## src/design/adamax_pkg.sv

```systemverilog
`default_nettype none
package adamax_pkg;

  localparam int unsigned DATA_W = 32;
  localparam int unsigned CFG_W  = 24;
  localparam int unsigned IDX_W  = 10;
  localparam int unsigned CFG_IDX_W = 2;

  // Store depth spans the whole index range; Q8.24 arithmetic throughout.
  localparam int unsigned WEIGHT_DEPTH = 1024;
  localparam int unsigned FRAC_BITS    = 24;

  localparam logic [CFG_IDX_W-1:0] REG_LEARNING_RATE = 2'd0;
  localparam logic [CFG_IDX_W-1:0] REG_FIRST_DECAY   = 2'd1;
  localparam logic [CFG_IDX_W-1:0] REG_SECOND_DECAY  = 2'd2;

  localparam logic CMD_LOAD   = 1'b0;
  localparam logic CMD_UPDATE = 1'b1;

  typedef enum logic [3:0] {
    ST_IDLE,
    ST_PMUL,
    ST_RDIV,
    ST_READ,
    ST_MOM,
    ST_QDIV,
    ST_STEP,
    ST_WB
  } state_t;

  // Handshake between the sequencer and the shared divider.
  typedef struct packed {
    logic        start;
    logic [63:0] dividend;
    logic [31:0] divisor;
  } div_req_t;

  typedef struct packed {
    logic        done;
    logic [63:0] quotient;
  } div_rsp_t;

endpackage
`default_nettype wire

```

## src/design/adamax_div.sv

```systemverilog
`default_nettype none
module adamax_div (
  input  wire logic                clk,
  input  wire logic                rst_n,
  input  wire adamax_pkg::div_req_t req,
  output adamax_pkg::div_rsp_t      rsp
);
  import adamax_pkg::*;

  // Restoring divider, one quotient bit per cycle.
  logic [63:0] quo_r, quo_nxt;
  logic [32:0] rem_r, rem_nxt;
  logic [31:0] dsr_r, dsr_nxt;
  logic [6:0]  cnt_r, cnt_nxt;
  logic        busy_r, busy_nxt;
  logic        done_r, done_nxt;
  logic [33:0] trial;

  always_comb begin
    quo_nxt  = quo_r;
    rem_nxt  = rem_r;
    dsr_nxt  = dsr_r;
    cnt_nxt  = cnt_r;
    busy_nxt = busy_r;
    done_nxt = 1'b0;
    trial    = '0;
    if (req.start) begin
      quo_nxt  = req.dividend;
      rem_nxt  = '0;
      dsr_nxt  = req.divisor;
      cnt_nxt  = 7'd0;
      busy_nxt = 1'b1;
    end else if (busy_r) begin
      trial = {rem_r, quo_r[63]} - {2'b00, dsr_r};
      if (!trial[33]) begin
        rem_nxt = trial[32:0];
        quo_nxt = {quo_r[62:0], 1'b1};
      end else begin
        rem_nxt = {rem_r[31:0], quo_r[63]};
        quo_nxt = {quo_r[62:0], 1'b0};
      end
      cnt_nxt = cnt_r + 7'd1;
      if (cnt_r == 7'd63) begin
        busy_nxt = 1'b0;
        done_nxt = 1'b1;
      end
    end
  end

  always_ff @(posedge clk) begin
    if (!rst_n) begin
      busy_r <= 1'b0;
      done_r <= 1'b0;
      cnt_r  <= '0;
    end else begin
      busy_r <= busy_nxt;
      done_r <= done_nxt;
      cnt_r  <= cnt_nxt;
    end
    quo_r <= quo_nxt;
    rem_r <= rem_nxt;
    dsr_r <= dsr_nxt;
  end

  assign rsp.done     = done_r;
  assign rsp.quotient = quo_r;

endmodule
`default_nettype wire

```

## config.mk

```make
export PLATFORM = sky130hd
export DESIGN_NAME = adamax_div
export DESIGN_NICKNAME = d
export VERILOG_FILES = /design/src/design/adamax_pkg.sv /design/src/design/adamax_div.sv
export SDC_FILE = /design/constraint.sdc
export NUM_CORES = 1
export LEC_CHECK = 0
export ABC_AREA = 1
export BUFFER_PORTS_ARGS = -buffer_cell sky130_fd_sc_hd__buf_2
export CAP_MARGIN = 20
export CORE_ASPECT_RATIO = 0.6
export CORE_MARGIN = 4
export CORE_UTILIZATION = 30
export DETAILED_ROUTE_END_ITERATION = 7
export GPL_ROUTABILITY_DRIVEN = 0
export SLEW_MARGIN = 40
export SYNTH_ARGS = -nofsm -noshare
export SYNTH_HDL_FRONTEND = slang
export SYNTH_SLANG_ARGS = --single-unit
```

## constraint.sdc

```tcl
create_clock -name clk -period 2.2 [get_ports clk]
set_input_delay 0.11 -clock clk [delete_from_list [all_inputs] [get_ports clk]]
set_output_delay 0.11 -clock clk [all_outputs]
set_load 0.1 [all_outputs]
```

# [After elaboration in Yosys (flattened, before gate mapping)]
# Cells that the tools add are included.
[word_totals] ff_bits=138 in_bits=99 output_inout_bits=65 wordCells=22
[classes] addsub=2 n_eq_ne=1 mux=8 bitwise=2 n_reduce_logical=3
[op_table] cell="64-bit two-way mux" n=2
[op_table] cell="34-bit by 32-bit subtractor with 34-bit output" n=1
[op_table] cell="33-bit two-way mux" n=1
[op_table] cell="7-bit by 1-bit adder with 7-bit output, second input constant" n=1
[op_table] cell="7-bit by 6-bit == test with 1-bit output, second input constant" n=1
[op_table] cell="1-bit two-way mux" n=5
[op_table] cell="3-bit OR reduction" n=1
[op_table] cell="1-bit NOT" n=2
[op_table] cell="2-bit nonzero test" n=1
[op_table] cell="2-bit OR reduction" n=1

# [Depth between registers and ports, before layout]
[logic_depth] ltp_word=4 mapped_depth=18 mapped_depth_nobuf=18

# [Worst setup path before layout]
# No wires, ideal clock.
[synth_path] path_type="register to register" startpoint="register quo_r[63]" endpoint="register rem_r[20]" setup_ns=0.112 arrival_time_ns=2.604 t_required_ns=2.088 slack_ns=-0.516 path_stages_with_launch=18 path_buffers=0 period_less_slack_ns=2.716 path_cell_list="edfxtp_1 > inv_1 > ha_1 > fa_1 > inv_1 > nand2_1 > nand2_1 > nand3_1 > nand2_1 > nand2_1 > nand2_1 > nand3_1 > nand2_1 > nand2_1 > nand2_1 > nand2_2 > nand3_2 > nand2_1"
[synth_between] elab_chain_cells=2
[synth_rtl] item="from (decl)" line_no="adamax_div.sv:11" rtl="logic [63:0] quo_r, quo_nxt;"
[synth_rtl] item="from (signal assigned)" line_no="adamax_div.sv:60" rtl="quo_r <= quo_nxt;"
[synth_rtl] item="34-bit by 32-bit subtractor with 34-bit output" line_no="adamax_div.sv:34" rtl="trial = {rem_r, quo_r[63]} - {2'b00, dsr_r};"
[synth_rtl] item="33-bit two-way mux" line_no="adamax_div.sv:35" rtl="if (!trial[33]) begin"
[synth_rtl] item="to (signal assigned)" line_no="adamax_div.sv:61" rtl="rem_r <= rem_nxt;"
[synth_rtl] item="to (decl)" line_no="adamax_div.sv:12" rtl="logic [32:0] rem_r, rem_nxt;"
# Every way passes these cells.
# A chain may end at the register's enable or synchronous reset.

# [Final worst setup path]
[layout_path] startpoint="register dsr_r[18]" endpoint="register rem_r[12]"
[layout_between] elab_chain_cells=2
[layout_rtl] item="from (decl)" line_no="adamax_div.sv:13" rtl="logic [31:0] dsr_r, dsr_nxt;"
[layout_rtl] item="from (signal assigned)" line_no="adamax_div.sv:62" rtl="dsr_r <= dsr_nxt;"
[layout_rtl] item="34-bit by 32-bit subtractor with 34-bit output" line_no="adamax_div.sv:34"
[layout_rtl] item="33-bit two-way mux" line_no="adamax_div.sv:35"
# Every way passes these cells.

==> flow_summary_export.csv <==
group,metric,value,unit
sta,setup_tns,0,ns
critical_path,critPathCaptureType,"flop",
sta,fmaxAchievable,465,MHz
clocking,cts_sinks,138,
routing,drc,0,
sta,fin_crit_sh,97.8,%
die,placementRows,47,
sta,finClkSkew,0.0131,ns
clocking,cts_tree,"built",
routing,antenna_left,0,
sta,finalHoldViolCount,0,
sta,finalSetupViolCount,0,
critical_path,cpMaxStageDelayCell,"edfxtp_1",
final_layout,area_growth_syn_to_layout,46.8,%
critical_path,cp_top_family,"simple AND/OR/NAND/NOR gates",
clocking,clockBufferDepth,2,
placement,port_buffers,163,
routing,vias_per_cell,4.53,
die,pin_count,164,
routing,routed_wl,28900,um
global_routing,grt_pass1_wl,43300,um
yosys,postSynthAreaPerCell,7.23,um^2
power,power_density,626,mW/mm^2
final_layout,fin_nets,1638,
critical_path,critical-path-max-stage-delay,0.38,ns
routing,firstDrtPassIters,5,
sta,post-route-min-period,2.15,ns
clocking,htree_num_levels,4,
clocking,clkLatencyLatePin,0.43,ns
critical_path,crit_type,"reg2reg",
die,die_x,227,um
yosys,synthFlopType,"edfxtp_1",
yosys,async_reset_ff_share,0,%
die,dieArea,0.0315,mm^2
power,p_leak,0.00648,uW
yosys,synth_cell_types,39,
yosys,netlist_area,0.00860,mm^2
yosys,syn_nets,1323,
global_routing,grt_pass1_vias,8226,
critical_path,cp.required,2.52,ns
sta,relSlewSlack,65.5,%
critical_path,crit_path_max_fanout,7,
clocking,numCtsBuffers,17,
global_routing,antenna_found_initial,0,
hold_path,hold_class,"in2reg",
yosys,yosysSeqAreaShare,43.3,%
critical_path,crit_path_frequent_cell,"nand2_1",
sta,worstMarginPinSlew,0.521,ns
sta,rsz0062_at_grt,"yes",
final_layout,fin_cells,1885,
yosys,yosysWarningCount,0,
global_routing,gr-total-overflow,0,
critical_path,worstPathCellList,"inv_2, ha_4, nand2_1, nand2_1, nand2_2, nand2_2, a21oi_4, nor2_2, nor2_4, nand2_4, nand2_8, clkbuf_16, nand3_1, nand3_2, nand2_1",
clocking,cts-root-buf,"clkbuf_16",
placement,preCtsSetupSlack,-0.0803,ns
flow_run,max_cap_violations,0,
sta,setup_slack,0.0485,ns
final_layout,drive_above_1_share,29.9,%
yosys,synth_edf_count,96,
status,status,"finished, final reports clean",
power,vdd_drop_max,600,uV
die,die_h,139,um
routing,dr_total_vias,8534,
global_routing,grt_max_degree,75,
die,start_util,30.8,%
routing,wl_per_cell,15.3,um
final_layout,diodes,0,
placement,dpl.hpwl,20100,um
clocking,cts.clk_slew.worst_paths,0.07,ns
placement,place_inst,1736,
yosys,ys_seq_elements,138,
critical_path,arrival,2.48,ns
die,coreArea,0.0279,mm^2
routing,initialDrtViolationCount,631,
yosys,syn-instance-count,1190,
critical_path,cp-start-kind,"flop",
critical_path,cp_num_buf_inv,2,
sta,final-max-slew-violation-count,0,
global_routing,gr-usage-all-layers,17.5,%
## registers in the layout (all words and copies together), names as in the netlist
signal	count
busy_r	1
cnt_r	7
done_r	1
dsr_r	32
quo_r	64
rem_r	33
## layout make-up
| cell class | count | area, um^2 |
|---|---|---|
| clock inverters | 12 | 114 |
| inverters | 215 | 811 |
| clock buffers | 20 | 457 |
| multi-input cells | 808 | 4650 |
| repair buffers | 325 | 2410 |
| fillers | 2725 | 15200 |
| well taps | 367 | 459 |
| flip-flops and latches | 138 | 3730 |
## logic make-up (layout without fill, tap and decap cells)
logic type	count (synthesis)	count (layout)	share of synthesized area, %
AO/OA/AOI/OAI	31	31	2.01
XOR/XNOR	18	18	1.83
adder cells (fa/ha/maj)	34	34	5.03
buffers and inverters	246	572	11.6
flip-flops	138	138	43.3
AND/OR/NAND/NOR	723	725	36.2
## placed cells by master (no fill, tap or decap), types with 3 or more instances in the layout
cell type and instances:
a21oi_1 15, a21oi_4 4, buf_12 4, buf_2 162, buf_4 53, buf_6 4
clkbuf_16 20, clkinv_4 3, clkinvlp_4 4, dfxtp_1 38, dfxtp_2 4, dlygate4sd3_1 97
edfxtp_1 96, ha_1 8, ha_4 25, inv_1 186, inv_2 28, inv_6 3
nand2_1 465, nand2_2 62, nand2_4 17, nand2_8 4, nand3_1 76, nand3_2 19
nand3_4 4, nand4_1 7, nor2_1 32, nor2_2 12, nor2_4 7, nor3_1 12
o21ai_0 3, o21ai_1 3, xnor2_1 7, xor2_1 8
## metrics by stage
step | util (%) | hold WS, ns | power [uW] | instance area, um^2
3_3_place_gp | 36.3 | 0.289 | 4860 | 10100
6_report | 45.3 | 0.146 | 7910 | 12600
5_1_grt | 45.3 | 0.132 | 8250 | 12600
2_1_floorplan | - | 0.209 | 4430 | 8660
3_5_place_dp | 36.3 | 0.288 | 4860 | 10100
4_1_cts | 42.0 | 0.110 | 7870 | 11700
## cell usage after synthesis, types with 5 or more instances
cell type  instances  area (um^2)
a21oi_1           19         95.1
buf_4              5         37.5
nor3_1            12         60.1
edfxtp_1          96         2880
nor2_1            45          169
clkbuf_1          17         63.8
nand2_1          513         1930
nand2_2           27          169
dfxtp_1           42          841
nand3_1           89          445
inv_1            211          792
xor2_1             9         78.8
nand3_2            9         90.1
nand4_1            7         43.8
xnor2_1            9         78.8
ha_1              33          413
## power breakdown
group	switching [uW]	internal, uW
clock	1190	1620
combinational	1470	525
sequential	102	2990
## routing by layer
layer	track usage, %	wire [um]	up-vias	share of wire (%)
met5	0	0	-	0
met4	4.00	377	0	1.3
met3	6.94	2750	30	9.5
met2	24.6	11700	337	41
met1	25.2	14100	3872	49
li1	-	-	4295	-
## final timing paths
kind | end | startpoint | slack, ns | cells after the start
max | rem_r[12]$_SDFFE_PP0P_ | dsr_r[18]$_DFFE_PP_ | 0.05 | 15
min reg2reg | rem_r[28]$_SDFFE_PP0P_ | rem_r[28]$_SDFFE_PP0P_ | 0.48 | 2
min | dsr_r[1]$_DFFE_PP_ | req[96] | 0.15 | 1
max reg2reg | rem_r[12]$_SDFFE_PP0P_ | dsr_r[18]$_DFFE_PP_ | 0.05 | 15
## what timing repair did
action / CTS / global route
setup buffers: 2 / 13
pin swaps: 4 / 37
resized for setup: 7 / 161
gates cloned: 1 / 4
endpoints found under the setup margin: 29 / 34
hold endpoints to repair: 97 / 0
hold buffers: 97 / 0
Note: power is estimated with default switching activity, not from simulation.
